<file path="config.mk">
export PLATFORM = sky130hd
export DESIGN_NAME = multi_key_click_event_detector_unit
export DESIGN_NICKNAME = d
export VERILOG_FILES = /design/src/rtl/mkced_pkg.sv /design/src/rtl/multi_key_click_event_detector_unit.sv
export SDC_FILE = /design/constraint.sdc
export NUM_CORES = 1
export LEC_CHECK = 0
export BUFFER_PORTS_ARGS = -buffer_cell sky130_fd_sc_hd__buf_2
export CORE_UTILIZATION = 55
export DETAILED_ROUTE_END_ITERATION = 8
export PLACE_DENSITY = 0.72
export SYNTH_ARGS = -nofsm -noshare
export SYNTH_HDL_FRONTEND = slang
export SYNTH_SLANG_ARGS = --single-unit
</file>
<file path="constraint.sdc">
create_clock -name clk -period 12 [get_ports clk]
set_input_delay 1.8 -clock clk [delete_from_list [all_inputs] [get_ports clk]]
set_output_delay 1.8 -clock clk [all_outputs]
set_load 0.01 [all_outputs]
</file>
<file path="src/rtl/mkced_pkg.sv">
// ----------------------------------------------------------------------------
// mkced_pkg
// shared types and codes of the multi key click event detector
// ----------------------------------------------------------------------------
package mkced_pkg;

  typedef enum logic [1:0] {
    MODE_IDLE     = 2'd0,
    MODE_DEBOUNCE = 2'd1,
    MODE_PRESSED  = 2'd2,
    MODE_WAIT     = 2'd3
  } mode_t;

  localparam logic [1:0] EV_SINGLE = 2'd0;
  localparam logic [1:0] EV_DOUBLE = 2'd1;
  localparam logic [1:0] EV_LONG   = 2'd2;
  localparam logic [1:0] EV_NONE   = 2'd3;

  localparam logic [1:0] CFG_DEBOUNCE   = 2'd0;
  localparam logic [1:0] CFG_LONG_PRESS = 2'd1;
  localparam logic [1:0] CFG_DOUBLE_GAP = 2'd2;

  localparam logic [15:0] DEBOUNCE_RESET   = 16'd20;
  localparam logic [15:0] LONG_PRESS_RESET = 16'd1000;
  localparam logic [15:0] DOUBLE_GAP_RESET = 16'd300;

endpackage

</file>
<file path="src/rtl/multi_key_click_event_detector_unit.sv">
// ----------------------------------------------------------------------------
// multi_key_click_event_detector_unit
// per-key debounce and single, double and long press detection over a key
// state memory, one event request per firing key in ascending key order
// ----------------------------------------------------------------------------
// a new tick waits until the sequencer is back in idle: each key takes a
// memory read state and an update state, then a flush state follows. an
// output register holding the pending event adds waits while event_stall
// keeps the previous event; the last event of a tick is loaded in the flush
// state once not stalled. reset clears the key state through per-entry valid
// bits at once and loads the default thresholds; no clearing pass is needed
module multi_key_click_event_detector_unit #(
  parameter int KEY_COUNT    = 10,
  parameter int ELAPSED_BITS = 20
) (
  input  logic        clk,
  input  logic        rst,
  input  logic        tick_valid,
  output logic        tick_stall,
  input  logic [15:0] pressed_keys,
  output logic        event_valid,
  input  logic        event_stall,
  output logic [3:0]  key_index,
  output logic [1:0]  event_kind,
  output logic        last,
  input  logic        cfg_write,
  input  logic [1:0]  cfg_index,
  input  logic [15:0] cfg_data
);
  import mkced_pkg::*;

  localparam int KW = (KEY_COUNT > 1) ? $clog2(KEY_COUNT) : 1;
  localparam logic [ELAPSED_BITS-1:0] ELAPSED_MAX = '1;

  typedef struct packed {
    mode_t                   mode;
    logic [ELAPSED_BITS-1:0] elapsed;
    logic [1:0]              clicks;
    logic                    long_done;
  } word_t;

  typedef enum logic [3:0] {
    S_IDLE  = 4'b0001,
    S_READ  = 4'b0010,
    S_EVAL  = 4'b0100,
    S_FLUSH = 4'b1000
  } state_t;

  state_t                state;
  logic [KW-1:0]         key;
  logic [KEY_COUNT-1:0]  keys;
  logic [KEY_COUNT-1:0]  entry_valid;
  word_t                 mem [KEY_COUNT];
  word_t                 rd_word;
  logic                  rd_hit;
  logic [15:0]           debounce_ticks;
  logic [15:0]           long_press_ticks;
  logic [15:0]           double_gap_ticks;
  logic                  pend_valid;
  logic [KW-1:0]         pend_key;
  logic [1:0]            pend_kind;

  word_t                   cur;
  word_t                   upd;
  logic [1:0]              ev;
  logic [1:0]              clicks_inc;
  logic [ELAPSED_BITS-1:0] el_inc;
  logic [ELAPSED_BITS-1:0] deb_th;
  logic [ELAPSED_BITS-1:0] long_th;
  logic [ELAPSED_BITS-1:0] gap_th;
  logic                    down;
  logic                    ev_hit;
  logic                    out_busy;
  logic                    eval_hold;
  logic                    eval_go;
  logic                    last_key;
  logic                    out_load;

  assign deb_th   = {{(ELAPSED_BITS-16){1'b0}}, debounce_ticks};
  assign long_th  = {{(ELAPSED_BITS-16){1'b0}}, long_press_ticks};
  assign gap_th   = {{(ELAPSED_BITS-16){1'b0}}, double_gap_ticks};
  assign cur      = rd_hit ? rd_word : word_t'('0);
  assign down     = keys[key];
  assign last_key = (key == KW'(KEY_COUNT - 1));

  // per-key state update
  always_comb begin
    el_inc     = cur.elapsed;
    clicks_inc = cur.clicks + 2'd1;
    if (cur.mode != MODE_IDLE && cur.elapsed != ELAPSED_MAX) begin
      el_inc = cur.elapsed + 1'b1;
    end
    upd         = cur;
    upd.elapsed = el_inc;
    ev          = EV_NONE;
    unique case (cur.mode)
      MODE_IDLE: begin
        if (down) begin
          upd.elapsed   = '0;
          upd.mode      = MODE_DEBOUNCE;
          upd.long_done = 1'b0;
        end
      end
      MODE_DEBOUNCE: begin
        if (!down) begin
          upd.mode = MODE_IDLE;
        end else if (el_inc >= deb_th) begin
          upd.mode = MODE_PRESSED;
        end
      end
      MODE_PRESSED: begin
        if (!down) begin
          if (el_inc >= long_th) begin
            if (!cur.long_done) begin
              ev = EV_LONG;
            end
            upd.clicks = 2'd0;
            upd.mode   = MODE_IDLE;
          end else if (clicks_inc == 2'd2) begin
            ev         = EV_DOUBLE;
            upd.clicks = 2'd0;
            upd.mode   = MODE_IDLE;
          end else begin
            upd.clicks  = clicks_inc;
            upd.mode    = MODE_WAIT;
            upd.elapsed = '0;
          end
          upd.long_done = 1'b0;
        end else if (el_inc >= long_th && !cur.long_done) begin
          ev            = EV_LONG;
          upd.long_done = 1'b1;
        end
      end
      MODE_WAIT: begin
        if (down) begin
          upd.elapsed   = '0;
          upd.mode      = MODE_DEBOUNCE;
          upd.long_done = 1'b0;
        end else if (el_inc > gap_th) begin
          if (cur.clicks == 2'd1) begin
            ev = EV_SINGLE;
          end
          upd.clicks = 2'd0;
          upd.mode   = MODE_IDLE;
        end
      end
      default: upd = cur;
    endcase
  end

  assign ev_hit     = (ev != EV_NONE);
  assign out_busy   = event_valid && event_stall;
  assign eval_hold  = ev_hit && pend_valid && out_busy;
  assign eval_go    = (state == S_EVAL) && !eval_hold;
  assign tick_stall = (state != S_IDLE);
  assign out_load   = (eval_go && ev_hit && pend_valid) ||
                      ((state == S_FLUSH) && pend_valid && !out_busy);

  // key state memory
  always_ff @(posedge clk) begin
    if (eval_go) begin
      mem[key] <= upd;
    end
    if (state == S_READ) begin
      rd_word <= mem[key];
    end
  end

  always_ff @(posedge clk) begin
    if (rst) begin
      entry_valid <= '0;
      rd_hit      <= 1'b0;
    end else begin
      if (eval_go) begin
        entry_valid[key] <= 1'b1;
      end
      if (state == S_READ) begin
        rd_hit <= entry_valid[key];
      end
    end
  end

  always_ff @(posedge clk) begin
    if (rst) begin
      debounce_ticks   <= DEBOUNCE_RESET;
      long_press_ticks <= LONG_PRESS_RESET;
      double_gap_ticks <= DOUBLE_GAP_RESET;
    end else if (cfg_write) begin
      unique case (cfg_index)
        CFG_DEBOUNCE:   debounce_ticks   <= cfg_data;
        CFG_LONG_PRESS: long_press_ticks <= cfg_data;
        CFG_DOUBLE_GAP: double_gap_ticks <= cfg_data;
        default: ;
      endcase
    end
  end

  // sequencer, pending event and output register
  always_ff @(posedge clk) begin
    if (rst) begin
      state       <= S_IDLE;
      key         <= '0;
      pend_valid  <= 1'b0;
      event_valid <= 1'b0;
    end else begin
      if (out_load) begin
        event_valid <= 1'b1;
      end else if (event_valid && !event_stall) begin
        event_valid <= 1'b0;
      end
      unique case (state)
        S_IDLE: begin
          if (tick_valid) begin
            keys  <= pressed_keys[KEY_COUNT-1:0];
            key   <= '0;
            state <= S_READ;
          end
        end
        S_READ: begin
          state <= S_EVAL;
        end
        S_EVAL: begin
          if (!eval_hold) begin
            if (ev_hit) begin
              if (pend_valid) begin
                key_index  <= 4'(pend_key);
                event_kind <= pend_kind;
                last       <= 1'b0;
              end
              pend_valid <= 1'b1;
              pend_key   <= key;
              pend_kind  <= ev;
            end
            if (last_key) begin
              state <= S_FLUSH;
            end else begin
              key   <= key + 1'b1;
              state <= S_READ;
            end
          end
        end
        S_FLUSH: begin
          if (!pend_valid) begin
            state <= S_IDLE;
          end else if (!out_busy) begin
            key_index  <= 4'(pend_key);
            event_kind <= pend_kind;
            last       <= 1'b1;
            pend_valid <= 1'b0;
            state      <= S_IDLE;
          end
        end
        default: state <= S_IDLE;
      endcase
    end
  end

endmodule

</file>
==> out/metrics.json <==
{
  "synth": {
    "post_synth_num_cell_types": 68,
    "synth_net_count": 1257,
    "postSynthAreaPerCell_um2": 13.8,
    "mappedNetlistArea_mm2": 0.0161,
    "dominantRegCellSynth": "sky130_fd_sc_hd__edfxtp_1",
    "yosysSeqAreaShare_pct": 64.3,
    "number_of_flops_mapped_to_enable_cells_by_yosys": 298,
    "synth-seq-cells": 367,
    "synthesized_netlist_cell_count": 1161,
    "synth-warning-count": 0,
    "async_flop_share_pct": 0
  },
  "critical_path": {
    "critical-path-slowest-cell": "sky130_fd_sc_hd__dfxtp_1",
    "crit_required_ps": 12190,
    "timing.critical_path.cells": "nand2_1 -> ha_1 -> a21oi_1 -> and2_0 -> nand3_1 -> xor2_1 -> nor2_1 -> ha_1 -> a21oi_1 -> nor2b_1 -> o41ai_1 -> o21ai_0 -> nor4_2 -> mux2_4 -> nand2_2 -> nor2_2 -> nor3_2 -> buf_4",
    "cpPeakStageDelay_ps": 880,
    "worst-endpoint-arrival_ps": 7470,
    "startpoint_types": "flip-flop",
    "timing.setup.critical_path_class": "flip-flop to flip-flop",
    "critical_path_capture_point_type": "flip-flop",
    "worst-path-max-fanout": 27
  },
  "route": {
    "drt_first_iter_violations": 604,
    "drt-total-wl_um": 32400,
    "post-route-drc-count": 0,
    "via_per_inst": 5.86,
    "vias": 9475,
    "route.antenna.remaining_nets": 0,
    "detail_routed_net_length_per_standard_cell_um": 20.1,
    "drt_pass1_iterations": 5
  },
  "clocking": {
    "cts_hold_buf": 0,
    "clk_latency_ps": 530,
    "post_cts_gate_resize_count": 0,
    "cts-root-to-sink-buffers": 3,
    "tritoncts": "built",
    "h-tree-depth": 2,
    "postcts_setup_bufs": 0,
    "clock_tree.root_cell": "sky130_fd_sc_hd__clkbuf_16",
    "clkSlewWorstSetupHoldPaths_ps": 60,
    "clock-sinks": 367,
    "numCtsBuffers": 39
  },
  "finish": {
    "num-nets-final": 1302,
    "num-fill-cells": 2107,
    "fin_area_mm2": 0.0179,
    "num_antenna_cells": 0,
    "syn_to_final_growth_pct": 11.7,
    "layout_common_cells": "sky130_fd_sc_hd__edfxtp_1, sky130_fd_sc_hd__nand2_1, sky130_fd_sc_hd__a21oi_1, sky130_fd_sc_hd__inv_1, sky130_fd_sc_hd__dfxtp_1",
    "layout_cells_sized_above_1_pct": 16.8,
    "final_common_cell": "sky130_fd_sc_hd__edfxtp_1"
  },
  "timing": {
    "fin_crit_ps": 7280,
    "hold_violations": 0,
    "max_slew_margin_pct": 18.6,
    "period_share_pct": 60.7,
    "setup_viol_count_final": 0,
    "setup_total_negative_slack_ps": 0,
    "rsz0062_at_grt": "no",
    "maxSlewViolCount": 0,
    "timing.clock.skew_ps": 18.4,
    "tightestPinTransition_ps": 1210,
    "maxClockFrequency_mhz": 137
  },
  "global_routing": {
    "largest_net_degree_at_the_start_of_global_routing": 73,
    "grt.met1_usage_pct": 30.7,
    "antenna_found_initial": 0,
    "grt_util_met2_pct": 37.1,
    "grt_overflow": 0,
    "grt_util_all_layers_pct": 22.4,
    "grt_use_met3_pct": 3.32,
    "globalRoute.busiestLayer": "met2",
    "grt_pass1_vias": 9620,
    "global_route_wire_length_before_repair_um": 52400
  },
  "power": {
    "powerDensity_mw_per_mm2": 150,
    "largest_vdd_supply_drop_v": 0.000107,
    "leakagePower_nw": 6.06
  },
  "run": {
    "reported_max_cap_violation_count": 0
  },
  "die": {
    "core_mm2": 0.0287,
    "std_cell_rows": 62,
    "start_util_pct": 56.0,
    "floorplan.io_pins": 48,
    "fp.dieArea_mm2": 0.0299,
    "vertical_die_dimension_um": 173,
    "die_w_um": 173
  },
  "status": {
    "result_of_the_run": "completed"
  },
  "hold_path": {
    "hold_path_class": "flip-flop to flip-flop"
  },
  "place": {
    "dpl_cell_area_mm2": 0.0167,
    "final_gp_congestion": 0.884,
    "dp_hpwl_um": 19600,
    "placement.io_buffers": 41
  }
}
[per-stage QoR]
step / cells / setup WS, ps / total power [W] / util (%) / hold slack [ps]
floorplan: 1161 / 4620 / 0.00154 / - / 400
global placement: 1549 / 4950 / 0.00157 / 58.3 / 401
detailed placement: 1549 / 4810 / 0.00158 / 58.3 / 411
CTS: 1617 / 4760 / 0.00272 / 62.5 / 425
global route: 1617 / 4380 / 0.00278 / 62.5 / 437
finish: 1617 / 4720 / 0.00269 / 62.5 / 423
[worst max-delay path, delay by kind of cell, from the launching register on]
kind	cells	cell delay, ps
fa+ha+maj	2	710
buf+inv	1	450
simple gates	9	3070
compound gates	4	1240
mux	1	390
xor+xnor	1	180
flops	1	880
[per-layer routing]
layer	up-vias	wire length (µm)
met4	0	842
li1	4457	-
met1	4717	14400
met5	-	0
met3	58	1700
met2	243	15500
[worst paths after layout]
path,startpoint,endpoint,slack (ps),cells after the start
setup / recovery,rd_hit,mem[1][14],4720,18
hold / removal,pend_key[1],key_index[1],420,0
setup reg to reg,rd_hit,mem[1][14],4720,18
hold reg to reg,pend_key[1],key_index[1],420,0
[registers in the layout (all words and copies together), names as in the netlist]
register          flops
pend_kind             2
keys                 10
pend_valid            1
rd_hit                1
pend_key              4
event_valid           1
last                  1
event_kind            2
rd_word              25
double_gap_ticks     16
long_press_ticks     16
mem                 250
entry_valid          10
state                 4
key                   4
debounce_ticks       16
key_index             4
[Yosys cell counts (5+ instances only)]
| library cell | count | area [µm²] |
|---|---|---|
| sky130_fd_sc_hd__edfxtp_1 | 298 | 8950 |
| sky130_fd_sc_hd__nand2_1 | 115 | 432 |
| sky130_fd_sc_hd__a21oi_1 | 92 | 460 |
| sky130_fd_sc_hd__inv_1 | 74 | 278 |
| sky130_fd_sc_hd__dfxtp_1 | 69 | 1380 |
| sky130_fd_sc_hd__ha_1 | 57 | 713 |
| sky130_fd_sc_hd__nor2_1 | 55 | 206 |
| sky130_fd_sc_hd__mux4_2 | 54 | 1220 |
| sky130_fd_sc_hd__nor2b_1 | 40 | 250 |
| sky130_fd_sc_hd__clkbuf_1 | 39 | 146 |
| sky130_fd_sc_hd__a211oi_1 | 31 | 233 |
| sky130_fd_sc_hd__mux2i_1 | 29 | 290 |
| sky130_fd_sc_hd__o21ai_0 | 24 | 120 |
| sky130_fd_sc_hd__nor3_1 | 20 | 100 |
| sky130_fd_sc_hd__nand3_1 | 16 | 80.1 |
| sky130_fd_sc_hd__a211o_1 | 13 | 114 |
| sky130_fd_sc_hd__xnor2_1 | 11 | 96.3 |
| sky130_fd_sc_hd__buf_1 | 10 | 37.5 |
| sky130_fd_sc_hd__nand4_1 | 8 | 50.1 |
| sky130_fd_sc_hd__xor2_1 | 8 | 70.1 |
| sky130_fd_sc_hd__a21o_1 | 7 | 52.6 |
| sky130_fd_sc_hd__buf_2 | 6 | 30.0 |
| sky130_fd_sc_hd__nand2b_1 | 5 | 31.3 |
| sky130_fd_sc_hd__nor4b_1 | 5 | 43.8 |
[final cells by class]
cell class	count	area, µm²	area share [%]
sequential	367	10300	57.6
clock inverter	23	215	1.20
multi-input combinational	663	5270	29.4
clock buffer	45	1010	5.62
timing repair buffer	61	355	1.98
tap	384	480	2.68
inverter	74	278	1.55
[logic make-up after synthesis]
family                     synth area share [%]
muxes                                      9.68
AOI/OAI and AO/OA                          7.93
DFF                                        64.3
xor gates and xnor gates                   1.04
and+or+nand+nor                            9.42
adders and majority gates                  4.44
buffers and inverters                      3.18
[where the power goes]
part,leakage [nW],switching (W),internal (W),total [W]
sequential,3.31,0.0000162,0.00138,0.00139
combinational,2.18,0.0000838,0.0000724,0.000156
clock,0.581,0.000475,0.000668,0.00114
total,6.06,0.000575,0.00212,0.00269
Note: power is estimated with default switching activity, not from simulation.
